<file path="src/hdl/rncp_pkg.sv">
// Shared constants, types and register indexes of the ranked nearest click picker.
package rncp_pkg;
  localparam int MAX_POINTS = 512;
  localparam int COORD_BITS = 12;
  localparam int IDX_W      = $clog2(MAX_POINTS);
  localparam int CNT_W      = IDX_W + 1;
  localparam int SQ_W       = 2 * COORD_BITS;
  localparam int DIST_W     = SQ_W + 1;
  localparam int KEY_W      = DIST_W + IDX_W;
  localparam int RAD_W      = 5;
  localparam int CFG_IDX_W  = 2;

  localparam logic [CFG_IDX_W-1:0] REG_LOCATION_COUNT = 2'd0;
  localparam logic [CFG_IDX_W-1:0] REG_SNAP_RADIUS    = 2'd1;
  localparam logic [CFG_IDX_W-1:0] REG_KEEP_DIST_SQ   = 2'd2;

  localparam logic OP_LOAD  = 1'b0;
  localparam logic OP_CLICK = 1'b1;

  typedef logic [COORD_BITS-1:0] coord_t;
  typedef logic [IDX_W-1:0]      idx_t;
  typedef logic [CNT_W-1:0]      cnt_t;
  typedef logic [DIST_W-1:0]     dist_t;
  typedef logic [KEY_W-1:0]      key_t;

  typedef struct packed {
    logic   we;
    idx_t   waddr;
    coord_t wx;
    coord_t wy;
    idx_t   raddr;
  } pt_ctl_t;
endpackage

</file>
<file path="src/hdl/rncp_sq_unit.sv">
// Shared squarer: square of the absolute difference of two coordinates.
module rncp_sq_unit (
  input  rncp_pkg::coord_t a,
  input  rncp_pkg::coord_t b,
  output logic [rncp_pkg::SQ_W-1:0] sq
);
  import rncp_pkg::*;

  coord_t diff;

  assign diff = (a >= b) ? (a - b) : (b - a);
  assign sq   = SQ_W'(diff) * SQ_W'(diff);
endmodule

</file>
<file path="config.mk">
export PLATFORM = sky130hd
export DESIGN_NAME = rncp_sq_unit
export DESIGN_NICKNAME = d
export VERILOG_FILES = /design/src/hdl/rncp_pkg.sv /design/src/hdl/rncp_sq_unit.sv
export SDC_FILE = /design/constraint.sdc
export NUM_CORES = 1
export LEC_CHECK = 0
export ABC_CLOCK_PERIOD_IN_PS = 9500
export BUFFER_PORTS_ARGS = -buffer_cell sky130_fd_sc_hd__buf_2
export CORE_MARGIN = 5
export CORE_UTILIZATION = 41
export DETAILED_ROUTE_END_ITERATION = 12
export GPL_ROUTABILITY_DRIVEN = 0
export GPL_TIMING_DRIVEN = 1
export PLACE_DENSITY = 0.72
export SYNTH_ARGS = -nofsm -noshare
export SYNTH_HDL_FRONTEND = slang
export SYNTH_SLANG_ARGS = --single-unit
</file>
<file path="constraint.sdc">
create_clock -name vclk -period 9.5
set_clock_uncertainty 0.15 [all_clocks]
set_input_delay 1.425 -clock vclk [all_inputs]
set_output_delay 1.425 -clock vclk [all_outputs]
set_load 0.02 [all_outputs]
</file>
# Word-level counts from Yosys, hierarchy flattened
# Index checks and enable logic that the tools add are counted.
[word_totals] regBits=0 latch_bits=0 ramBits=0 romBits=0 input_bits=24 output_inout_bits=24 word_cells=5 mem_count=0
[op_classes] n_addsub=2 n_mul=1 div=0 order_cmp=1 n_eq_ne=0 shift=0 muxes=1 n_bitwise=0 reduce_logical=0
[op_table] cell="multiplier 12 x 12 -> 24 bit" count=1
[op_table] cell="subtractor 12 bit" count=2
[op_table] cell="greater-or-equal comparator 12 bit" count=1
[op_table] cell="two-way mux 12 bit" count=1

# Logic depth before layout (Yosys ltp)
[logic_depth] ltp_word=3 ltp_mapped=33 ltp_nobuf=33

# Worst setup path after synthesis
# Ideal clock, no wire load.
[synth_path] path_kind="input port to output port" from="in a[0]" to="out sq[21] in the netlist's numbering" t_arrival_ps=8659 t_required_ps=7925 path_slack_ps=-734 cell_stages=32 n_path_buf=2 path_cell_list="inv_1 -> ha_1 -> fa_1 -> nand3b_1 -> nand2_1 -> o211ai_2 -> a31o_2 -> buf_2 -> o31ai_1 -> xnor2_1 -> clkbuf_1 -> or2_2 -> fa_1 -> inv_1 -> fa_1 -> inv_1 -> fa_1 -> inv_1 -> fa_1 -> inv_1 -> fa_1 -> inv_1 -> ha_1 -> a21oi_1 -> nor2b_1 -> o21a_1 -> a2111oi_2 -> o41ai_1 -> a211o_1 -> a31o_2 -> a21oi_1 -> xnor2_1"
[synth_via] elab_chain_len=3 word_cells_on_any_way=5 classes_between="add/sub (2); mul (1); order compare (1); mux (1)"
[synth_rtl] element="from (decl)" line="rncp_sq_unit.sv:3" source="input rncp_pkg::coord_t a,"
[synth_rtl] element="subtractor 12 bit / greater-or-equal comparator 12 bit (equally long branches)" line="rncp_sq_unit.sv:11" source="assign diff = (a >= b) ? (a - b) : (b - a);"
[synth_rtl] element="two-way mux 12 bit (*)" line="rncp_sq_unit.sv:11"
[synth_rtl] element="multiplier 12 x 12 -> 24 bit (*)" line="rncp_sq_unit.sv:12" source="assign sq = SQ_W'(diff) * SQ_W'(diff);"
[synth_rtl] element="to (decl)" line="rncp_sq_unit.sv:5" source="output logic [rncp_pkg::SQ_W-1:0] sq"
# Mark *: on every way between the ends. The rest lies on a longest branch, timed or not.

# Worst setup path after layout
# Ends and elaborated chain as after synthesis.

==> Flow_metrics.wiki <==
{| class="wikitable"
! Metric !! Value
|-
| Count of pins on the block boundary || 48
|-
| Count of cell types in the netlist || 55
|-
| Achievable clock frequency || 99.1 MHz
|-
| Maximum Capacitance Violations || 0
|-
| Sum of routed wire length over all layers || 11,500 um
|-
| Final worst-path setup slack || -0.596 ns
|-
| Path class of the lowest-slack min-delay path || input pin to output pin
|-
| Critical hold path startpoint || b[0]
|-
| Layout cells sized above 1 || 0.355
|-
| Hold Path Depth || 5
|-
| Total gr overflow || 0
|-
| Largest fanout of any net on the critical path || 5
|-
| Violated checks || setup timing
|-
| Number of fillers in the final layout || roughly 1,000
|-
| Min Tclk post-route || around 10 ns
|-
| Count of warnings emitted by yosys || 0
|-
| Area of the placeable core || 12,000 um^2
|-
| Critical setup path kind || input pin to output pin
|-
| Placed standard-cell area || approximately 6600 um^2
|-
| Result of the run || finished, violations left
|-
| Number of antenna diodes || 0
|-
| Highest-delay cell along the critical path || sky130_fd_sc_hd__fa_1
|-
| Number of endpoints with negative hold slack in the final report || 0
|-
| Final-layout clock buffer total || 0
|-
| Most frequent cells after synthesis || 176 x sky130_fd_sc_hd__inv_1, 83 x sky130_fd_sc_hd__fa_1, 78 x sky130_fd_sc_hd__ha_1
|-
| WL per Instance || 12.0 um
|-
| Endpoint of the worst hold path || sq[0]
|-
| Initial standard-cell utilization of the core || 0.418
|-
| Overall Global Routing Usage || 0.163
|-
| Total die area || 14,600 um^2
|-
| Die X || 121 um
|-
| Average cell area after synthesis || 8.15 um^2
|-
| Number of iterations in the first detailed-routing pass || 4
|-
| Number of global-route vias before repair || between 4,000 and 5,000
|-
| Number of antenna violations at the first check in global routing || 0
|-
| Crit end category || output pin
|-
| Post-route cell area || between 7000 and 8000 um^2
|-
| Slew headroom || 0.670
|-
| Number of vias in the routed layout || 4,551
|-
| Final Max Tran Viols || 0
|-
| Residual DRC || 0
|-
| PortBufs || 47
|-
| First DRT Iteration DRCs || 95
|-
| FFs & Latches || 0
|-
| Total standard cell area after synthesis || a little over 5000 um^2
|-
| Number of nets in the synthesized netlist || between 800 and 900
|-
| Setup repair after global routing missed its margin || yes
|-
| Largest area contributor in the synthesized netlist || sky130_fd_sc_hd__fa_1
|-
| Synth top area share || 0.331
|-
| Arr. time, crit path || 8.52 ns
|-
| Final setup viols || 9
|-
| Antenna Violating Nets Remaining || 0
|-
| Worst path max stage delay || 0.53 ns
|-
| Number of core rows || 40
|-
| Synth top area cells || sky130_fd_sc_hd__fa_1 33%, sky130_fd_sc_hd__ha_1 19%, sky130_fd_sc_hd__inv_1 13%
|-
| Syn Inst Count || 617
|-
| Sort of element at the start of the critical path || input pin
|-
| Wire length of the first global-routing pass || 20,500 um
|-
| Worst Tran Pin Value || 0.489 ns
|-
| Vias/cell || 4.74
|-
| Utilization of the core after routing || 0.584
|-
| Most used standard cell by instance count after synthesis || sky130_fd_sc_hd__inv_1
|-
| Final clock period utilization by the worst path || 1.06
|-
| Number of nets in the finished design || 1,001
|-
| Flip-flop and latch area || 0 um^2
|-
| Layout overhead on the synthesized area || 39.6%
|-
| Sequential-to-total area share from yosys stat || 0
|-
| Vertical extent of the die || 121 um
|-
| CP Data Required Time || 7.93 ns
|-
| Sum of net half-perimeters after detailed placement || 10,000 um
|-
| Critical Path Most Common Cell || sky130_fd_sc_hd__fa_1
|-
| Pin count of the biggest net entering global routing || 10
|}
## worst max-delay path: cells and delay by family
kind	cells	cell delay [ns]
and+or+nand+nor	5	0.80
AOI/OAI and AO/OA	9	1.87
xor gates and xnor gates	1	0.12
adders and majority gates	8	3.22
buffers and inverters	9	0.75
muxes	1	0.32
## metrics by stage
stage          cells  hold WS [ns]  worst slack [ns]  setup TNS, ns
2_1_floorplan    617          3.11           -0.0936        -0.0936
3_3_place_gp     947          3.44            -0.657          -3.74
3_5_place_dp     947          3.43            -0.780          -4.75
4_1_cts          955          3.38            -0.531          -1.90
5_1_grt          961          3.43            -0.877          -6.00
6_report         961          3.40            -0.596          -2.99
## timing repair
action | CTS | global route
buffers inserted | 8 | 6
resized for setup | 26 | 45
hold buffers | 0 | 0
endpoints found under the setup margin | 11 | 14
pin swaps | 18 | 19
## how the worst max path moves through the flow
stage / slack (ns) / to / start
5_1_grt: -0.88 / sq[21] / a[0]
3_5_place_dp: -0.78 / sq[21] / a[0]
2_1_floorplan: -0.09 / sq[21] / a[0]
6_report: -0.60 / sq[21] / a[0]
4_1_cts: -0.53 / sq[21] / a[0]
3_3_place_gp: -0.66 / sq[21] / a[0]
## final cells by class
class | count | area (um^2) | area share
tap | 147 | 184 | 0.0262
multi-input combinational | 428 | 4660 | 0.664
timing repair buffer | 209 | 1500 | 0.214
inverter | 177 | 672 | 0.0958
## cells in the final DEF (no fill, tap or decap), drive strengths merged, types with 3 or more instances in the layout
cell,Yosys,routed
a31oi,4,4
or3,7,7
nor3,5,5
o31ai,3,3
o21ai,17,17
nor2,63,63
mux2i,6,6
a211oi,3,3
inv,177,177
fa,83,83
xor2,7,7
nand2,26,26
o21a,6,6
and2,4,4
a221oi,3,3
mux2,3,3
buf,7,209
nor2b,8,8
a21o,9,9
xnor2,25,25
nand2b,13,13
a21oi,17,17
ha,78,78
nand3,4,4
or2,8,8
## logic make-up (layout without fill, tap and decap cells)
kind of cell,Yosys count,after routing,synth area share
AND/OR/NAND/NOR,145,145,0.136
buffers and inverters,189,386,0.147
adder cells (fa/ha/maj),161,161,0.525
other,1,1,0.000746
multiplexers,9,9,0.0194
XOR/XNOR,32,32,0.0588
AO/OA/AOI/OAI,80,80,0.113
## metal layers
metal  wire, um  vias to the layer above  part of all wire  track usage
met5          0                        -                 0            0
met4        112                        0            0.0098       0.0142
met3        270                       10             0.024      0.00468
met2       6250                       57              0.54        0.325
met1       4860                     2191              0.42        0.201
li1           -                     2293                 -            -
Power is left out: the tool's default activity adds up to more than one toggle a clock period on the data nets, which glitch-free logic cannot reach.
